### src/rtl/core/pntss_pkg.sv
// types and constants shared by the pps / ntp time sync sequencer
`timescale 1ns / 1ps
`default_nettype none

package pntss_pkg;

    // sequencer phases, also the state code of a result
    typedef enum logic [2:0] {
        PH_START     = 3'd0,
        PH_DELAY     = 3'd1,
        PH_AWAIT_PPS = 3'd2,
        PH_AWAIT_NTP = 3'd3,
        PH_PAUSE     = 3'd4,
        PH_SYNCED    = 3'd5,
        PH_RESYNC    = 3'd6
    } t_phase;

    // configuration register indexes (byte address / 4)
    localparam logic [2:0] REG_ENABLED      = 3'd0;
    localparam logic [2:0] REG_STARTUP      = 3'd1;
    localparam logic [2:0] REG_FIRST_WAIT   = 3'd2;
    localparam logic [2:0] REG_NEXT_WAIT    = 3'd3;
    localparam logic [2:0] REG_NTP_TIMEOUT  = 3'd4;
    localparam logic [2:0] REG_POLL_EXP     = 3'd5;
    localparam logic [2:0] REG_REPORT       = 3'd6;

    // configuration reset values
    localparam logic        RST_ENABLED     = 1'b1;
    localparam logic [31:0] RST_STARTUP     = 32'd4000000;
    localparam logic [31:0] RST_FIRST_WAIT  = 32'd3100000;
    localparam logic [31:0] RST_NEXT_WAIT   = 32'd1000000;
    localparam logic [31:0] RST_NTP_TIMEOUT = 32'd800000;
    localparam logic [3:0]  RST_POLL_EXP    = 4'd3;
    localparam logic [7:0]  RST_REPORT      = 8'd60;

    // arithmetic constants
    localparam logic [31:0] EPOCH_OFFSET    = 32'd2208988800;
    localparam logic [31:0] QUARTER_FRAC    = 32'h4000_0000;
    localparam logic [31:0] US_PER_SEC      = 32'd1000000;
    localparam logic [31:0] MS_PER_SEC      = 32'd1000;
    localparam logic [3:0]  POLL_EXP_MAX    = 4'd12;

    typedef struct packed {
        logic        enabled;
        logic [31:0] startup_pause_us;
        logic [31:0] first_pps_wait_us;
        logic [31:0] next_pps_wait_us;
        logic [31:0] ntp_timeout_us;
        logic [3:0]  poll_exponent;
        logic [7:0]  report_period;
    } t_cfg;

    typedef struct packed {
        logic [31:0] now_us;
        logic        pps_valid;
        logic        pps_toggle;
        logic        seconds_valid;
        logic        reply_valid;
        logic        reply_long_enough;
        logic [31:0] reply_seconds;
        logic [31:0] reply_fraction;
        logic        resync_request;
    } t_item;

    typedef struct packed {
        t_phase      phase;
        logic        last_toggle;
        logic        first_seen;
        logic [31:0] mark_time;
        logic        later_check;
        logic        missed_any;
        logic [7:0]  miss_count;
        logic [31:0] held_seconds;
        logic [31:0] held_fraction;
    } t_seq_state;

    typedef struct packed {
        logic [2:0]  state_code;
        logic        send_query;
        logic        seconds_write;
        logic [31:0] seconds_value;
        logic        late_marker;
        logic [9:0]  late_ms;
        logic        pps_missing_first;
        logic        pps_missing_report;
        logic        ntp_timeout;
        logic        pps_lost;
    } t_result;

endpackage

`default_nettype wire

### src/rtl/core/pntss_step.sv
// next-state and result logic for one sequencer transaction
`timescale 1ns / 1ps
`default_nettype none

module pntss_step (
    input  wire pntss_pkg::t_seq_state i_state,
    input  wire pntss_pkg::t_item      i_item,
    input  wire pntss_pkg::t_cfg       i_cfg,
    output pntss_pkg::t_seq_state      o_state,
    output pntss_pkg::t_result         o_result
);
    import pntss_pkg::*;

    logic        reply_take;
    logic [31:0] held_s;
    logic [31:0] held_f;
    t_phase      start_phase;
    logic        prev_toggle;
    logic [31:0] elapsed;
    logic [31:0] pps_limit;
    logic [3:0]  pause_exp;
    logic [31:0] pause_limit;
    logic [7:0]  miss_inc;
    logic [31:0] late_prod;

    // reply applied ahead of the crank
    assign reply_take  = i_item.reply_valid && i_item.reply_long_enough
                         && (i_state.held_seconds == '0);
    assign held_s      = reply_take ? (i_item.reply_seconds - EPOCH_OFFSET)
                                    : i_state.held_seconds;
    assign held_f      = reply_take ? i_item.reply_fraction : i_state.held_fraction;

    // resync request overrides the phase before the crank
    assign start_phase = i_item.resync_request ? PH_RESYNC : i_state.phase;

    // first sample never counts as an edge
    assign prev_toggle = i_state.first_seen ? i_state.last_toggle : i_item.pps_toggle;

    // wrapping elapsed time and timeout limits
    assign elapsed     = i_item.now_us - i_state.mark_time;
    assign pps_limit   = i_state.later_check ? i_cfg.next_pps_wait_us
                                             : i_cfg.first_pps_wait_us;
    assign pause_exp   = (i_cfg.poll_exponent > POLL_EXP_MAX) ? POLL_EXP_MAX
                                                              : i_cfg.poll_exponent;
    assign pause_limit = US_PER_SEC << pause_exp;
    assign miss_inc    = i_state.miss_count + 8'd1;

    // late marker in milliseconds: fraction scaled by 1000 / 2^32
    assign late_prod   = 32'(held_f[31:10]) * MS_PER_SEC;

    // sequencer crank
    always_comb begin
        o_state             = i_state;
        o_result            = '0;
        o_result.state_code = i_state.phase;
        if (i_cfg.enabled) begin
            o_state.held_seconds  = held_s;
            o_state.held_fraction = held_f;
            o_state.phase         = start_phase;
            o_state.first_seen    = 1'b1;
            o_state.last_toggle   = i_item.pps_toggle;
            unique case (start_phase)
                PH_START: begin
                    o_result.send_query  = 1'b1;
                    o_state.held_seconds = '0;
                    o_state.mark_time    = i_item.now_us;
                    o_state.phase        = PH_DELAY;
                end
                PH_DELAY: begin
                    if (elapsed > i_cfg.startup_pause_us) begin
                        o_state.mark_time = i_item.now_us;
                        o_state.phase     = PH_AWAIT_PPS;
                    end
                end
                PH_RESYNC: begin
                    o_state.missed_any = 1'b0;
                    o_state.miss_count = '0;
                    o_state.mark_time  = i_item.now_us;
                    o_state.phase      = PH_AWAIT_PPS;
                end
                PH_AWAIT_PPS: begin
                    if (i_item.pps_valid && (i_item.pps_toggle != prev_toggle)) begin
                        o_state.later_check  = 1'b1;
                        o_state.missed_any   = 1'b0;
                        o_state.miss_count   = '0;
                        o_result.send_query  = 1'b1;
                        o_state.held_seconds = '0;
                        o_state.mark_time    = i_item.now_us;
                        o_state.phase        = PH_AWAIT_NTP;
                    end else if (elapsed > pps_limit) begin
                        o_state.later_check         = 1'b1;
                        o_state.mark_time           = i_item.now_us;
                        o_result.pps_missing_first  = !i_state.missed_any;
                        o_state.missed_any          = 1'b1;
                        o_state.miss_count          = miss_inc;
                        // periodic still-missing report
                        if (miss_inc == i_cfg.report_period) begin
                            o_result.pps_missing_report = 1'b1;
                            o_state.miss_count          = '0;
                        end
                    end
                end
                PH_AWAIT_NTP: begin
                    if (held_s != '0) begin
                        o_result.seconds_write = 1'b1;
                        o_result.seconds_value = held_s;
                        if (held_f > QUARTER_FRAC) begin
                            o_result.late_marker = 1'b1;
                            o_result.late_ms     = late_prod[31:22];
                        end
                        o_state.phase = PH_SYNCED;
                    end else if (elapsed > i_cfg.ntp_timeout_us) begin
                        o_result.ntp_timeout = 1'b1;
                        o_state.phase        = PH_PAUSE;
                    end
                end
                PH_PAUSE: begin
                    if (elapsed > pause_limit) begin
                        o_state.mark_time = i_item.now_us;
                        o_state.phase     = PH_AWAIT_PPS;
                    end
                end
                PH_SYNCED: begin
                    if (!i_item.seconds_valid) begin
                        o_result.pps_lost = 1'b1;
                        o_state.phase     = PH_RESYNC;
                    end
                end
                default: begin
                    o_state.phase = PH_START;
                end
            endcase
            o_result.state_code = o_state.phase;
        end
    end

endmodule

`default_nettype wire

### src/rtl/core/pps_ntp_time_sync_sequencer.sv
// pps / ntp time sync sequencer: handshake, input and result registers, config port
// path: input register, then the step, then the result register and the outputs
// throughput: one transaction per cycle unless the result stalls, set by the single step
// between input and result registers; on a result stall one more enters the input register
// reset: synchronous active low, restores the register defaults and the start phase
`timescale 1ns / 1ps
`default_nettype none

module pps_ntp_time_sync_sequencer (
    input  wire logic        i_clk,
    input  wire logic        i_rst_n,
    // input channel
    input  wire logic        i_in_valid,
    output logic             o_in_stall,
    input  wire logic [31:0] i_now_us,
    input  wire logic        i_pps_valid,
    input  wire logic        i_pps_toggle,
    input  wire logic        i_seconds_valid,
    input  wire logic        i_reply_valid,
    input  wire logic        i_reply_long_enough,
    input  wire logic [31:0] i_reply_seconds,
    input  wire logic [31:0] i_reply_fraction,
    input  wire logic        i_resync_request,
    // result channel
    output logic             o_out_valid,
    input  wire logic        i_out_stall,
    output logic [2:0]       o_state_code,
    output logic             o_send_query,
    output logic             o_seconds_write,
    output logic [31:0]      o_seconds_value,
    output logic             o_late_marker,
    output logic [9:0]       o_late_ms,
    output logic             o_pps_missing_first,
    output logic             o_pps_missing_report,
    output logic             o_ntp_timeout,
    output logic             o_pps_lost,
    // configuration port
    input  wire logic        psel,
    input  wire logic        penable,
    input  wire logic        pwrite,
    input  wire logic [4:0]  paddr,
    input  wire logic [31:0] pwdata,
    output logic [31:0]      prdata,
    output logic             pready
);
    import pntss_pkg::*;

    logic       r_in_valid;
    t_item      r_in;
    t_seq_state r_state;
    logic       r_out_valid;
    t_result    r_out;
    t_cfg       r_cfg;

    t_item      in_item;
    t_seq_state n_state;
    t_result    n_result;
    logic       fire;
    logic       in_take;
    logic       cfg_wr;
    logic [2:0] reg_idx;

    // step fires when the result register is free or draining
    assign fire       = r_in_valid && (!r_out_valid || !i_out_stall);
    assign o_in_stall = r_in_valid && !fire;
    assign in_take    = i_in_valid && !o_in_stall;

    assign in_item.now_us            = i_now_us;
    assign in_item.pps_valid         = i_pps_valid;
    assign in_item.pps_toggle        = i_pps_toggle;
    assign in_item.seconds_valid     = i_seconds_valid;
    assign in_item.reply_valid       = i_reply_valid;
    assign in_item.reply_long_enough = i_reply_long_enough;
    assign in_item.reply_seconds     = i_reply_seconds;
    assign in_item.reply_fraction    = i_reply_fraction;
    assign in_item.resync_request    = i_resync_request;

    pntss_step u_step (
        .i_state  (r_state),
        .i_item   (r_in),
        .i_cfg    (r_cfg),
        .o_state  (n_state),
        .o_result (n_result)
    );

    // input register
    always_ff @(posedge i_clk) begin
        if (!i_rst_n) begin
            r_in_valid <= 1'b0;
        end else if (in_take) begin
            r_in_valid <= 1'b1;
        end else if (fire) begin
            r_in_valid <= 1'b0;
        end
        if (in_take) begin
            r_in <= in_item;
        end
    end

    // sequencer state
    always_ff @(posedge i_clk) begin
        if (!i_rst_n) begin
            r_state <= '{phase: PH_START, default: '0};
        end else if (fire) begin
            r_state <= n_state;
        end
    end

    // result register
    always_ff @(posedge i_clk) begin
        if (!i_rst_n) begin
            r_out_valid <= 1'b0;
        end else if (fire) begin
            r_out_valid <= 1'b1;
        end else if (!i_out_stall) begin
            r_out_valid <= 1'b0;
        end
        if (fire) begin
            r_out <= n_result;
        end
    end

    assign o_out_valid          = r_out_valid;
    assign o_state_code         = r_out.state_code;
    assign o_send_query         = r_out.send_query;
    assign o_seconds_write      = r_out.seconds_write;
    assign o_seconds_value      = r_out.seconds_value;
    assign o_late_marker        = r_out.late_marker;
    assign o_late_ms            = r_out.late_ms;
    assign o_pps_missing_first  = r_out.pps_missing_first;
    assign o_pps_missing_report = r_out.pps_missing_report;
    assign o_ntp_timeout        = r_out.ntp_timeout;
    assign o_pps_lost           = r_out.pps_lost;

    // configuration writes
    assign pready  = 1'b1;
    assign cfg_wr  = psel && penable && pwrite && pready;
    assign reg_idx = paddr[4:2];

    always_ff @(posedge i_clk) begin
        if (!i_rst_n) begin
            r_cfg.enabled           <= RST_ENABLED;
            r_cfg.startup_pause_us  <= RST_STARTUP;
            r_cfg.first_pps_wait_us <= RST_FIRST_WAIT;
            r_cfg.next_pps_wait_us  <= RST_NEXT_WAIT;
            r_cfg.ntp_timeout_us    <= RST_NTP_TIMEOUT;
            r_cfg.poll_exponent     <= RST_POLL_EXP;
            r_cfg.report_period     <= RST_REPORT;
        end else if (cfg_wr) begin
            unique case (reg_idx)
                REG_ENABLED:     r_cfg.enabled           <= pwdata[0];
                REG_STARTUP:     r_cfg.startup_pause_us  <= pwdata;
                REG_FIRST_WAIT:  r_cfg.first_pps_wait_us <= pwdata;
                REG_NEXT_WAIT:   r_cfg.next_pps_wait_us  <= pwdata;
                REG_NTP_TIMEOUT: r_cfg.ntp_timeout_us    <= pwdata;
                REG_POLL_EXP:    r_cfg.poll_exponent     <= pwdata[3:0];
                REG_REPORT:      r_cfg.report_period     <= pwdata[7:0];
                default: ;
            endcase
        end
    end

    // register read-back
    always_comb begin
        unique case (reg_idx)
            REG_ENABLED:     prdata = 32'(r_cfg.enabled);
            REG_STARTUP:     prdata = r_cfg.startup_pause_us;
            REG_FIRST_WAIT:  prdata = r_cfg.first_pps_wait_us;
            REG_NEXT_WAIT:   prdata = r_cfg.next_pps_wait_us;
            REG_NTP_TIMEOUT: prdata = r_cfg.ntp_timeout_us;
            REG_POLL_EXP:    prdata = 32'(r_cfg.poll_exponent);
            REG_REPORT:      prdata = 32'(r_cfg.report_period);
            default:         prdata = '0;
        endcase
    end

endmodule

`default_nettype wire

### config.mk
export PLATFORM = sky130hd
export DESIGN_NAME = pps_ntp_time_sync_sequencer
export DESIGN_NICKNAME = d
export VERILOG_FILES = /design/src/rtl/core/pntss_pkg.sv /design/src/rtl/core/pntss_step.sv /design/src/rtl/core/pps_ntp_time_sync_sequencer.sv
export SDC_FILE = /design/constraint.sdc
export NUM_CORES = 1
export LEC_CHECK = 0
export ABC_AREA = 1
export BUFFER_PORTS_ARGS = -buffer_cell sky130_fd_sc_hd__buf_4
export CAP_MARGIN = 20
export CORE_ASPECT_RATIO = 1.4
export CORE_MARGIN = 4
export CORE_UTILIZATION = 60
export CTS_CLUSTER_DIAMETER = 80
export DETAILED_ROUTE_END_ITERATION = 10
export HOLD_SLACK_MARGIN = 0.05
export PLACE_DENSITY = 0.83
export SLEW_MARGIN = 20
export SYNTH_ARGS = -nofsm -noshare
export SYNTH_HDL_FRONTEND = slang
export SYNTH_SLANG_ARGS = --single-unit
### constraint.sdc
create_clock -name i_clk -period 8.2 [get_ports i_clk]
set_input_delay 1.64 -clock i_clk [delete_from_list [all_inputs] [get_ports i_clk]]
set_output_delay 1.64 -clock i_clk [all_outputs]
set_load 0.01 [all_outputs]
# Word level (Yosys, flattened, before mapping)
# Cells that the tools add are included.
totals:
  latchBits: 0
  n_memories: 0
  rom_bits: 0
  mem_bits_rw: 0
  regBits: 408
classes:
  div: 0
  n_shift: 1
  eq_ne: 18
  addsub: 3
  order_cmp: 6
  multipliers: 1
  bitwise_logic: 4
  n_mux: 42
  reduce_logical: 40
op_table:
  columns: ["op", "count"]
  rows:
  - ["$pmux 32 s7", 1]
  - ["$mux 32", 6]
  - ["$gt 32x32->1", 4]
  - ["$pmux 32 s4", 1]
  - ["$mux 44", 2]
  - ["$mux 42", 2]
  - ["$pmux 32 s2", 1]
  - ["$mux 52", 1]
  - ["$gt 32x31->1 const B", 1]
  - ["$logic_not 32->1", 1]
  - ["$reduce_bool 32->1", 1]
  - ["$shl 20x4->32 const A", 1]
  - ["$sub 32x32->32", 1]
  - ["$sub 32x32->32 const B", 1]
  - ["$mul 22x7->29 const B", 1]
  - ["$mux 3", 7]
  - ["$pmux 3 s7", 1]
  - ["$reduce_and 2->1", 10]
  - ["$eq 3x3->1 const B", 6]
  - ["$pmux 9 s2", 1]
  - ["$eq 3x2->1 const B", 4]
  - ["$mux 1", 12]
  - ["$reduce_and 4->1", 3]
  - ["$mux 11", 1]
  - ["23 further kinds", 45]

# Logic depth before layout (Yosys ltp)
depth:
  word_depth: 8
  mapped_depth: 34
  mapped_depth_nobuf: 33

# Hierarchy
# Synthesis repeated with hierarchy kept, for this count alone.
unflattened:
  hier_cells: 4023
  area_unflattened_um2: 28648.7
modules_own_cells:
  columns: ["mod", "cells_per_inst", "n_inst", "seq_area_each_um2", "area_per_inst_um2"]
  rows:
  - ["pps_ntp_time_sync_sequencer", 1755, 1, 9709.3, 15230.9]
  - ["pntss_step", 2268, 1, 0.0, 13417.9]

# Worst setup path after synthesis
# No wires, ideal clock.
synth_path:
  path_type: "input to register"
  from: "in i_out_stall"
  to: "reg r_state[102] (netlist name)"
  arrival_ps: 5917
  path_buffers: 1
  path_stages: 10
  t_required_ps: 8135
  slack_ps: 2218
  path_cell_list: "a21oi_1 > nand2_1 > inv_1 > nand2_1 > nor2_1 > nand3_1 > inv_1 > clkbuf_1 > nor2_1 > nor2_1"
synth_via:
  elab_chain_cells: 4
synth_lines:
  columns: ["element", "line", "rtl"]
  rows:
  - ["start, declared", "pps_ntp_time_sync_sequencer.sv:26", "input wire logic i_out_stall,"]
  - ["$logic_not 1->1", null, null]
  - ["$logic_or 1x1->1", "pps_ntp_time_sync_sequencer.sv:64", "assign fire = r_in_valid && (!r_out_valid || !i_out_stall);"]
  - ["$logic_and 1x1->1", "pps_ntp_time_sync_sequencer.sv:64", null]
  - ["$reduce_and 6->1 (no source line)", null, null]
  - ["end signal, assigned", "pps_ntp_time_sync_sequencer.sv:105", "r_state <= n_state;"]
  - ["end, declared", "pps_ntp_time_sync_sequencer.sv:50", "t_seq_state r_state;"]
# No other way between the ends.
# A chain may end at the register's enable or synchronous reset.

# Worst setup path in the final report
layout_path:
  from: "reg r_in[66] (netlist name)"
  to: "reg r_out (netlist bit o_late_ms[9]), data pin"
layout_via:
  elab_chain_cells: 5
  word_cells_on_any_way: 8
  classes_between: "mul: 1; order compare: 1; mux: 2; reduce/logical: 4"
layout_lines:
  columns: ["element", "line", "rtl"]
  rows:
  - ["start, declared", "pps_ntp_time_sync_sequencer.sv:49", "t_item r_in;"]
  - ["start signal, assigned", "pps_ntp_time_sync_sequencer.sv:96", "r_in <= in_item;"]
  - ["$logic_and 1x1->1 *", "pntss_step.sv:27", "assign reply_take = i_item.reply_valid && i_item.reply_long_enough"]
  - ["$logic_and 1x1->1 *", "pntss_step.sv:28", "&& (i_state.held_seconds == '0);"]
  - ["parallel branches: the longest is 3 deep, another holds $mul 22x7->29", null, null]
  - ["end signal, assigned", "pps_ntp_time_sync_sequencer.sv:119", "r_out <= n_result;"]
  - ["end, declared", "pps_ntp_time_sync_sequencer.sv:52", "t_result r_out;"]
# Every way passes the cells marked *.

==> results.json <==
{
  "period_minus_slack_ps": 6520,
  "drt_first_pass_iters": 5,
  "drv_slew": 0,
  "pin_count": 233,
  "max_slew.worst_pin.slew_ps": 1050,
  "synth_nets": 3803,
  "htreeDepth": 2,
  "gp_congestion": 0.949,
  "antenna_found_initial": 2,
  "ys_async_sr_fraction": 0,
  "ys_ff_latch": 408,
  "avgSynthCellArea_sq_um": 7.75,
  "fp.dieW_um": 184,
  "initial_core_util": 0.607,
  "seq_area_sq_um": 9710,
  "crit_type": "flip-flop to flip-flop",
  "die-area_sq_um": 46900,
  "hold_buffers": 0,
  "cts_buffer_depth": 3,
  "timing.rr.end": "o_late_ms[9]",
  "cts_setup_buffers": 0,
  "power.total_uw": 7830,
  "endpoint": "o_late_ms[9]",
  "core_sq_um": 43000,
  "hold_viol": 0,
  "routed_wl_um": 69500,
  "nNetsFinal": 3985,
  "cp_slowest_cell": "inv_1",
  "cp.required_ps": 8520,
  "viasPerCell": 5.64,
  "leakage_uw": 0.0137,
  "multi_input_area_sq_um": 14000,
  "synth_edf_count": 154,
  "ys_seq_area_frac": 0.372,
  "cts_resized": 0,
  "synth_cells": 3368,
  "drtIter0Drc": 1646,
  "startpoint_type": "flip-flop",
  "antenna_left": 0,
  "r2r_start": "r_in[66]",
  "max_cap_viol_count": 0,
  "area_delta_synth_final_pct": 13.9,
  "synth_top_area_frac": 0.195,
  "synth_cell_types": 58,
  "drc_errors": 0,
  "die_y_um": 255,
  "fin_crit_sh": 0.795,
  "r2r_cells": 31,
  "clkTransAtPathRegs_ps": 60,
  "drive_above_1_share": 0.102,
  "grt_max_degree": 104,
  "cp_common_cell": "nand2_1",
  "synthesis.area_sq_um": 26100,
  "fp-row-count": 90,
  "cp-end-kind": "flip-flop",
  "cts_sinks": 408,
  "worst-r2r-setup-slack_ps": 1680,
  "cts_root_buffer": "clkbuf_16",
  "p_per_area_nw_per_um2": 263,
  "outcome": "completed",
  "route.detailed.wl_per_inst_um": 16.8,
  "relSlewSlack": 0.298,
  "fin_skew_ps": 22.8,
  "synth_flop_cell": "dfxtp_1",
  "yosys_warnings": 0,
  "crit_fanout": 22,
  "num_vias": 23313,
  "grt_pass1_vias": 22360,
  "max_clock_freq_mhz": 153,
  "io_buffers": 229,
  "clock_latency_ps": 570,
  "cpPeakStageDelay_ps": 660,
  "ys_top_cells_by_area": "dfxtp_1 (19%), edfxtp_1 (18%), ha_1 (11%), nand2_1 (8.9%), inv_1 (7.5%)",
  "critPathLaunch": "r_in[66]",
  "setup_viol": 0,
  "hpwl_um": 51500,
  "yosysTopAreaCell": "dfxtp_1",
  "fin_tns_setup_ps": 0,
  "critPathArrivalTime_ps": 6840,
  "hold_path_class": "flip-flop to flip-flop",
  "grt_usage": 0.289,
  "gr-total-overflow": 0,
  "cts_tree": "built",
  "rsz0062_at_grt": "false",
  "cts_buffers": 42,
  "vdd_drop_max_v": 0.000220,
  "final.fill_count": 3530,
  "grt_first_pass_wirelength_um": 110000
}
-- state kept, by name, indices dropped and copies added (netlist names) --
name and count:
o_send_query 1, o_out_valid 1, o_pps_lost 1, o_seconds_value 32, r_state 111, r_in 102, o_late_marker 1, o_pps_missing_first 1
o_seconds_write 1, o_ntp_timeout 1, o_late_ms 10, r_cfg 141, o_state_code 3, r_in_valid 1, o_pps_missing_report 1
-- logic make-up (layout without fill, tap and decap cells) --
kind of cell,count (synthesis),after routing,synth area share
other,1,2,0.000144
xor gates and xnor gates,58,58,0.0195
DFF,408,408,0.372
muxes,1,1,0.000384
adders and majority gates,289,289,0.157
AOI/OAI and AO/OA,759,759,0.164
buffers and inverters,635,851,0.0936
and+or+nand+nor,1217,1217,0.193
-- cell usage after synthesis, drive strengths merged, types with 2 or more instances --
master,count
o21a,21
nand3b,4
nand2,621
a31oi,6
a21boi,2
ha,224
o221ai,7
nand3,134
a211oi,3
dfxtp,254
nor3,33
or2,3
o21ai,285
edfxtp,154
a31o,2
o31ai,3
fa,65
nor2,374
nand4,41
o22ai,30
xor2,45
clkbuf,90
a21o,12
o211ai,30
a22oi,2
a221o,24
buf,19
a21oi,312
a221oi,9
xnor2,13
o21bai,6
inv,525
o2111ai,3
nor4,5
-- layer usage --
layer	GRT usage	vias to the layer above	wire (um)	part of all wire
li1	-	11542	-	-
met1	0.336	10772	26100	0.38
met2	0.524	802	35600	0.51
met3	0.0452	195	4560	0.066
met4	0.128	2	3190	0.046
met5	0	-	20	0.00029
-- critical path, delay by kind of cell (launching register included) --
| kind | cells | cell delay [ps] |
|---|---|---|
| flip-flops | 1 | 320 |
| AND/OR/NAND/NOR | 16 | 2370 |
| buffers and inverters | 6 | 1020 |
| AO/OA/AOI/OAI | 4 | 750 |
| adder cells (fa/ha/maj) | 5 | 1800 |
-- final cells by class --
type / count / share of cell area
Clock inverter: 27 / 0.0130
Tap cell: 552 / 0.0232
Sequential cell: 408 / 0.327
Clock buffer: 51 / 0.0382
Antenna cell: 1 / 0.0000842
Timing Repair Buffer: 247 / 0.0624
Inverter: 526 / 0.0666
Multi-Input combinational cell: 2325 / 0.470
-- per-stage QoR --
step	hold slack (ps)	std cells	setup slack [ps]	utilization	area, sq um
detailed placement	450	4058	1730	0.656	28200
floorplan	433	3368	2220	-	26100
global route	491	4136	1120	0.691	29700
finish	461	4137	1680	0.691	29700
global placement	444	4058	1750	0.656	28200
CTS	466	4136	1660	0.691	29700
-- where the power goes --
group,switching [uW],internal [uW],leakage (uW)
sequential,48.9,2190,0.00357
clock,844,1260,0.000750
combinational,2200,1290,0.00936
-- layout by cell type (no fill, tap or decap), types with 12 or more instances in the layout --
cell type,instances
a21o_1,12
a21oi_1,310
a221o_1,24
buf_4,247
clkbuf_16,43
dfxtp_1,254
edfxtp_1,154
fa_1,65
ha_1,224
inv_1,518
nand2_1,615
nand3_1,127
nand4_1,41
nor2_1,363
nor3_1,30
o211ai_1,30
o21a_1,21
o21ai_0,274
o22ai_1,30
xnor2_1,13
xor2_1,45
-- worst min-delay path by stage --
stage	from	endpoint	slack (ps)	cells after the start
6_report	r_state[106]	r_state[106]	460	1
5_1_grt	r_state[48]	r_state[48]	490	2
4_1_cts	r_state[106]	r_state[106]	470	1
3_5_place_dp	r_state[106]	r_state[106]	450	1
3_3_place_gp	r_state[106]	r_state[106]	440	1
2_1_floorplan	r_state[106]	r_state[106]	430	1
Power figures use the tool's default switching activity.
